--- src/sv/bif_pkg.sv ---
// Shared types, constants and the exponential table of the bilateral image filter.
package bif_pkg;

  localparam int CH_W     = 16;
  localparam int COORD_W  = 6;
  localparam int ADDR_W   = 2 * COORD_W;
  localparam int DEPTH    = 1 << ADDR_W;
  localparam int EXP_LAST = 256;
  localparam int DIV_STEPS = CH_W;

  localparam logic [52:0] FS2     = 53'd4294836225;
  localparam logic [49:0] BIG_LIM = 50'd4294836225 << 12;

  typedef enum logic [2:0] {
    REG_WIDTH    = 3'd0,
    REG_HEIGHT   = 3'd1,
    REG_HALF     = 3'd2,
    REG_CHANNELS = 3'd3,
    REG_SPACE    = 3'd4,
    REG_COLOR    = 3'd5
  } reg_idx_t;

  typedef struct packed {
    logic              kind;
    logic [COORD_W-1:0] pixel_x;
    logic [COORD_W-1:0] pixel_y;
    logic [CH_W-1:0]   in_ch0;
    logic [CH_W-1:0]   in_ch1;
    logic [CH_W-1:0]   in_ch2;
    logic [CH_W-1:0]   in_ch3;
  } in_item_t;

  typedef struct packed {
    logic [COORD_W-1:0] out_x;
    logic [COORD_W-1:0] out_y;
    logic [CH_W-1:0]   out_ch0;
    logic [CH_W-1:0]   out_ch1;
    logic [CH_W-1:0]   out_ch2;
    logic [CH_W-1:0]   out_ch3;
  } out_item_t;

  typedef struct packed {
    logic [6:0]  image_width;
    logic [6:0]  image_height;
    logic [1:0]  kernel_half;
    logic [2:0]  channel_count;
    logic [15:0] space_coeff;
    logic [15:0] color_coeff;
  } cfg_t;

  typedef struct packed {
    logic       wr;
    logic       load_req;
    logic       rd_center;
    logic       rd_nb;
    logic [2:0] ox;
    logic [2:0] oy;
    logic       div_init;
    logic       div_step;
    logic       out_load;
  } ctrl_cmd_t;

  typedef struct packed {
    logic pipe_busy;
  } dp_status_t;

  typedef logic [16:0] exp_rom_t [0:EXP_LAST];

  function automatic exp_rom_t build_exp_rom();
    exp_rom_t    t;
    logic [95:0] v;
    logic [95:0] m;
    v = 96'd1 << 32;
    for (int i = 0; i <= EXP_LAST; i++) begin
      m    = (v + 96'd32768) >> 16;
      t[i] = m[16:0];
      m    = v * 96'd4034748381 + (96'd1 << 31);
      v    = m >> 32;
    end
    return t;
  endfunction

  localparam exp_rom_t EXP_ROM = build_exp_rom();

endpackage

--- src/sv/bif_ctrl.sv ---
// Controller state machine that sequences window reads, divide steps and result hand-off.
module bif_ctrl (
  input  logic                  clk,
  input  logic                  rst_n,
  input  logic                  in_valid,
  input  logic                  in_kind,
  output logic                  in_stall,
  input  logic                  out_stall,
  output logic                  out_valid,
  input  logic [1:0]            half,
  input  bif_pkg::dp_status_t   status,
  output bif_pkg::ctrl_cmd_t    cmd
);

  typedef enum logic [2:0] {
    S_IDLE, S_CENTER, S_NEIGH, S_DRAIN, S_DIVI, S_DIV, S_HOLD
  } state_t;

  state_t     state_r;
  logic [2:0] ox_r;
  logic [2:0] oy_r;
  logic [3:0] cnt_r;
  logic       out_valid_r;
  logic [2:0] lim;
  logic       accept;

  assign lim      = {half, 1'b0};
  assign accept   = (state_r == S_IDLE) && in_valid;
  assign in_stall = (state_r != S_IDLE);
  assign out_valid = out_valid_r;

  always_comb begin
    cmd           = '0;
    cmd.wr        = accept && !in_kind;
    cmd.load_req  = accept && in_kind;
    cmd.rd_center = (state_r == S_CENTER);
    cmd.rd_nb     = (state_r == S_NEIGH);
    cmd.ox        = ox_r;
    cmd.oy        = oy_r;
    cmd.div_init  = (state_r == S_DIVI);
    cmd.div_step  = (state_r == S_DIV);
    cmd.out_load  = (state_r == S_HOLD) && (!out_valid_r || !out_stall);
  end

  always_ff @(posedge clk) begin
    if (!rst_n) begin
      state_r     <= S_IDLE;
      ox_r        <= '0;
      oy_r        <= '0;
      cnt_r       <= '0;
      out_valid_r <= 1'b0;
    end else begin
      if (cmd.out_load) begin
        out_valid_r <= 1'b1;
      end else if (!out_stall) begin
        out_valid_r <= 1'b0;
      end
      unique case (state_r)
        S_IDLE: begin
          if (cmd.load_req) begin
            state_r <= S_CENTER;
          end
        end
        S_CENTER: begin
          ox_r    <= '0;
          oy_r    <= '0;
          state_r <= S_NEIGH;
        end
        S_NEIGH: begin
          if (ox_r == lim) begin
            ox_r <= '0;
            if (oy_r == lim) begin
              state_r <= S_DRAIN;
            end else begin
              oy_r <= oy_r + 3'd1;
            end
          end else begin
            ox_r <= ox_r + 3'd1;
          end
        end
        S_DRAIN: begin
          if (!status.pipe_busy) begin
            state_r <= S_DIVI;
          end
        end
        S_DIVI: begin
          cnt_r   <= '0;
          state_r <= S_DIV;
        end
        S_DIV: begin
          cnt_r <= cnt_r + 4'd1;
          if (cnt_r == 4'(bif_pkg::DIV_STEPS - 1)) begin
            state_r <= S_HOLD;
          end
        end
        S_HOLD: begin
          if (cmd.out_load) begin
            state_r <= S_IDLE;
          end
        end
        default: state_r <= S_IDLE;
      endcase
    end
  end

endmodule

--- config.mk ---
export PLATFORM = sky130hd
export DESIGN_NAME = bif_ctrl
export DESIGN_NICKNAME = d
export VERILOG_FILES = /design/src/sv/bif_pkg.sv /design/src/sv/bif_ctrl.sv
export SDC_FILE = /design/constraint.sdc
export NUM_CORES = 1
export LEC_CHECK = 0
export BUFFER_PORTS_ARGS = -buffer_cell sky130_fd_sc_hd__buf_4
export CELL_PAD_IN_SITES_DETAIL_PLACEMENT = 1
export CELL_PAD_IN_SITES_GLOBAL_PLACEMENT = 2
export CORE_AREA = 2 2 55 57
export CTS_CLUSTER_DIAMETER = 150
export DETAILED_ROUTE_END_ITERATION = 7
export DIE_AREA = 0 0 57 59
export PLACE_DENSITY_LB_ADDON = 0.1
export SLEW_MARGIN = 10
export SYNTH_ARGS = -nofsm -noshare
export SYNTH_HDL_FRONTEND = slang
export SYNTH_SLANG_ARGS = --single-unit
--- constraint.sdc ---
create_clock -name clk -period 3.3 [get_ports clk]
set_clock_uncertainty 0.1 [all_clocks]
set_input_delay 0.165 -clock clk [delete_from_list [all_inputs] [get_ports clk]]
set_output_delay 0.165 -clock clk [all_outputs]
set_load 0.01 [all_outputs]
# [Word-level counts from Yosys, hierarchy flattened]
# Index checks and enable logic that the tools add are counted.
[op_classes] add_sub_neg=3 mul=0 div=0 magnitude_cmp=0 n_eq_ne=17 shift=0 n_mux=15 bitwise=0 reduce_logical=14
[op_table] op="two-way mux 3 bit" n=9
[op_table] op="case mux 3 bit (7 select lines)" n=1
[op_table] op="case mux 3 bit (2 select lines)" n=2
[op_table] op="== test 3 bit (second input constant)" n=3
[op_table] op="inequality test 2 x 1 -> 1 bit (second input constant)" n=4
[op_table] op="inequality test 2 bit (second input constant)" n=4
[op_table] op="case mux 4 bit (2 select lines)" n=1
[op_table] op="adder 3 x 1 -> 3 bit (second input constant)" n=2
[op_table] op="== test 3 x 2 -> 1 bit (second input constant)" n=2
[op_table] op="== test 3 bit" n=2
[op_table] op="AND reduction 6 bit" n=1
[op_table] op="adder 4 x 1 -> 4 bit (second input constant)" n=1
[op_table] op="== test 4 bit (second input constant)" n=1
[op_table] op="logical AND 1 bit" n=4
[op_table] op="nonzero test 2 bit" n=2
[op_table] op="== test 3 x 1 -> 1 bit (second input constant)" n=1
[op_table] op="logical NOT 1 bit" n=3
[op_table] op="logical NOT 3 bit" n=1
[op_table] op="AND reduction 3 bit" n=1
[op_table] op="nonzero test 3 bit" n=1
[op_table] op="two-way mux 1 bit" n=2
[op_table] op="logical OR 1 bit" n=1
[word_totals] regBits=14 latch_bits=0 mem_bits_rw=0 rom_bits=0 input_bits=8 output_inout_bits=15 word_cells=54 mem_count=0

# [Logic depth before layout (Yosys ltp)]
[logic_depth] word_depth=5 depth_mapped=6 ltp_nobuf=6

# [Least setup slack after synthesis]
# No wires, ideal clock.
[synth_timing] kind="reg-to-reg" from="register ox_r[1]" to="register oy_r[2]" arrival_time_ns=1.387 required_ns=3.064 setup_slack_ns=1.678 path_stages_with_launch=5 path_buffers=0 period_less_slack_ns=1.622 path_cell_list="dfxtp_1 > xor2_1 > or3_1 > o311ai_0 > a31oi_1"
[synth_via] elab_chain_cells=3
[synth_lines] element="start: declaration" line="bif_ctrl.sv:20" text="logic [2:0] ox_r;"
[synth_lines] element="start signal: assignment" line="bif_ctrl.sv:78" text="ox_r <= ox_r + 3'd1;"
[synth_lines] element="== test 3 bit" line="bif_ctrl.sv:70" text="if (ox_r == lim) begin"
[synth_lines] element="inequality test 2 x 1 -> 1 bit (no line)"
[synth_lines] element="AND reduction 3 bit (no line)"
[synth_lines] element="end signal: assignment" line="bif_ctrl.sv:75" text="oy_r <= oy_r + 3'd1;"
[synth_lines] element="end: declaration" line="bif_ctrl.sv:21" text="logic [2:0] oy_r;"
# Every way passes these cells.
# A chain may end at the register's enable or synchronous reset.

==> metrics.txt <==
GP Congestion=between 0.7 and 0.8; Die ar.=roughly 0.0034 mm^2; WP data required=3.03 ns; Routed Antenna Nets=0; Setup-failing EPs final=0; HPWL after detailed placement=1670 um; Final nets=~140; Yosys reg bits=14; Final Cycle Share=57.9%; initial antenna violation count=0; Antenna Cells=0; EDFF count, synth=0; Longest Clk Path Bufs=2; count of cell types in the netlist=33; final critical-path setup slack=1.39 ns; Slew Viols, Final=0; global router's overall resource usage=13.9%; Startpoint Class=flip-flop; status=finished, final reports clean; pin count of the biggest net entering global routing=17; synthesized cell area=roughly 830 um^2; Placed Cells=between 150 and 200; root buffer cell=clkbuf_4; first-pass GRT wire length=3600 um; Slew headroom=between 60% and 70%; non-filler instance count after layout=156; Congestion Overflow GR=0; post-synth top area cell=dfxtp_1; fillcell total=around 350; CTS tree=built; Seq/Total Area, Yosys=33.7%; Clock Sink Count=14; layout cells sized above 1=22.4%; Setup WS pre-CTS=1.44 ns; top cells by area, synth=dfxtp_1, a21oi_1, nand3b_1; # rows=19; f_max=between 0.5 and 0.6 GHz; leakage power=0.450 nW; vias in the first global route=775; RSZ-0062 raised after global routing=false; via count=825; Async SR Flop Fraction=0%; Max Cap Viol=0; Mapped Avg Cell Area=8.24 um^2; core footprint=between 0.002 and 0.003 mm^2; Area growth syn-to-layout=28.0%; die height=roughly 59 um; synthesis warning total=0; Final Hold Vio Count=0; Starting Density=30.7%; drt first pass iters=3; slowest CP cell=dfxtp_1; CP Cell Sequence=or3b_4, clkinv_1, buf_4; Worst Tran Pin Value=0.508 ns; clk_lat worst skew=0.29 ns; buffers added on ports=22; Hold Crit Class=primary input to flip-flop; utilization after layout=39.3%; drt initial violations=16; H-Tree Level Count=1; final setup TNS=0 ns; Worst Path Arrival=1.65 ns; Worst Setup Path Type=flip-flop to output port; CP max FO=16; io pins=23; Syn Nets=about 110; DR DRC count=0; Avg WL per Cell=14.1 um; slowest stage delay, CP=between 0.6 and 0.7 ns; Post-CTS Setup Inserts=0; post-CTS sizing=0; leading register cell type out of synthesis=dfxtp_1; cell area power density=576 mW/mm^2; Worst-path clk slew=0.10 ns; DRT Wirelength=2200 um; Mapped Cells=101; nature of the critical path endpoint=output port; Yosys top cell area share=between 30% and 40%; Max VDD drop=about 0.00027 V; Tmin final=1.91 ns; via/cell ratio=~5.3; die width=57 um; Hold-fix buffers, CTS=0; CTS buffer count=3
## path summary, 6_finish.rpt
check / start / cells after the start / slack (ns) / end
max reg2reg: state_r[0] / 4 / 1.42 / state_r[0]
min reg2reg: out_valid / 2 / 0.39 / out_valid
min: out_stall / 3 / 0.03 / out_valid
max: state_r[0] / 3 / 1.39 / cmd[9]
## through the flow
stage,cell area (um^2),total power [mW],hold WS (ns)
2_1_floorplan,832,0.386,0.210
3_3_place_gp,1030,0.486,0.344
3_5_place_dp,1030,0.490,0.348
4_1_cts,1060,0.620,0.0292
5_1_grt,1060,0.662,0.0217
6_report,1060,0.613,0.0335
## cell type report
type / instances / area, um^2 / area share (%)
multi-input combinational: 79 / 522 / 49.0
clock buffer: 4 / 36.3 / 3.41
timing repair buffer: 22 / 165 / 15.5
inverter: 6 / 22.5 / 2.12
tap: 31 / 38.8 / 3.64
sequential: 14 / 280 / 26.3
## registers in the layout (all words and copies together), names as in the netlist
register and cells:
ox_r 3, out_valid 1, oy_r 3, cnt_r 4
state_r 3
## worst max-delay path, delay by kind of cell (launching register included)
kind                   cells  cell delay [ns]
and+or+nand+nor            1             0.27
buffers and inverters      2             0.44
DFF                        1             0.65
## synthesized netlist by cell type, types with 2 or more instances
| library cell | number |
|---|---|
| a21oi_1 | 11 |
| nand3_1 | 5 |
| inv_1 | 5 |
| a31oi_1 | 3 |
| nand4b_1 | 4 |
| clkbuf_1 | 2 |
| dfxtp_1 | 14 |
| nor2_1 | 8 |
| o21ai_0 | 2 |
| nor3_1 | 3 |
| xor2_1 | 4 |
| ha_1 | 3 |
| mux2i_1 | 2 |
| or3_1 | 3 |
| nand2_1 | 9 |
| nand3b_1 | 6 |
## kinds of logic after synthesis
| group | after synthesis | synth area share, % |
|---|---|---|
| AOI/OAI and AO/OA | 21 | 15.2 |
| xor gates and xnor gates | 4 | 4.21 |
| adders and majority gates | 3 | 4.51 |
| buffers and inverters | 8 | 3.61 |
| DFF | 14 | 33.7 |
| muxes | 2 | 2.41 |
| and+or+nand+nor | 49 | 36.4 |
## metal layers
metal  track usage [%]  wire (um)
met4              5.98         27
met3              4.37         77
met5                 0          0
met1              17.2       1040
met2              22.5       1060
## cell usage in the layout (no fill, tap or decap), drive strengths merged, types with 2 or more instances in the layout
cell type  netlist  layout
a21oi           11      11
inv              5       5
nand3            5       5
nor2             8       8
clkbuf           2       4
ha               3       3
xor2             4       4
nand4b           4       4
or3              3       3
or3b             2       2
o21ai            2       2
nand2            9       9
mux2i            2       2
a31oi            3       3
nand3b           6       6
dfxtp           14      14
buf              0      22
nor3             3       3
nor4             2       2
## power breakdown
group | total, mW | switching (mW) | internal (mW)
Clock | 0.130 | 0.0623 | 0.0672
Combinational | 0.247 | 0.133 | 0.114
Sequential | 0.237 | 0.0493 | 0.188
(Power assumes the default switching activity.)
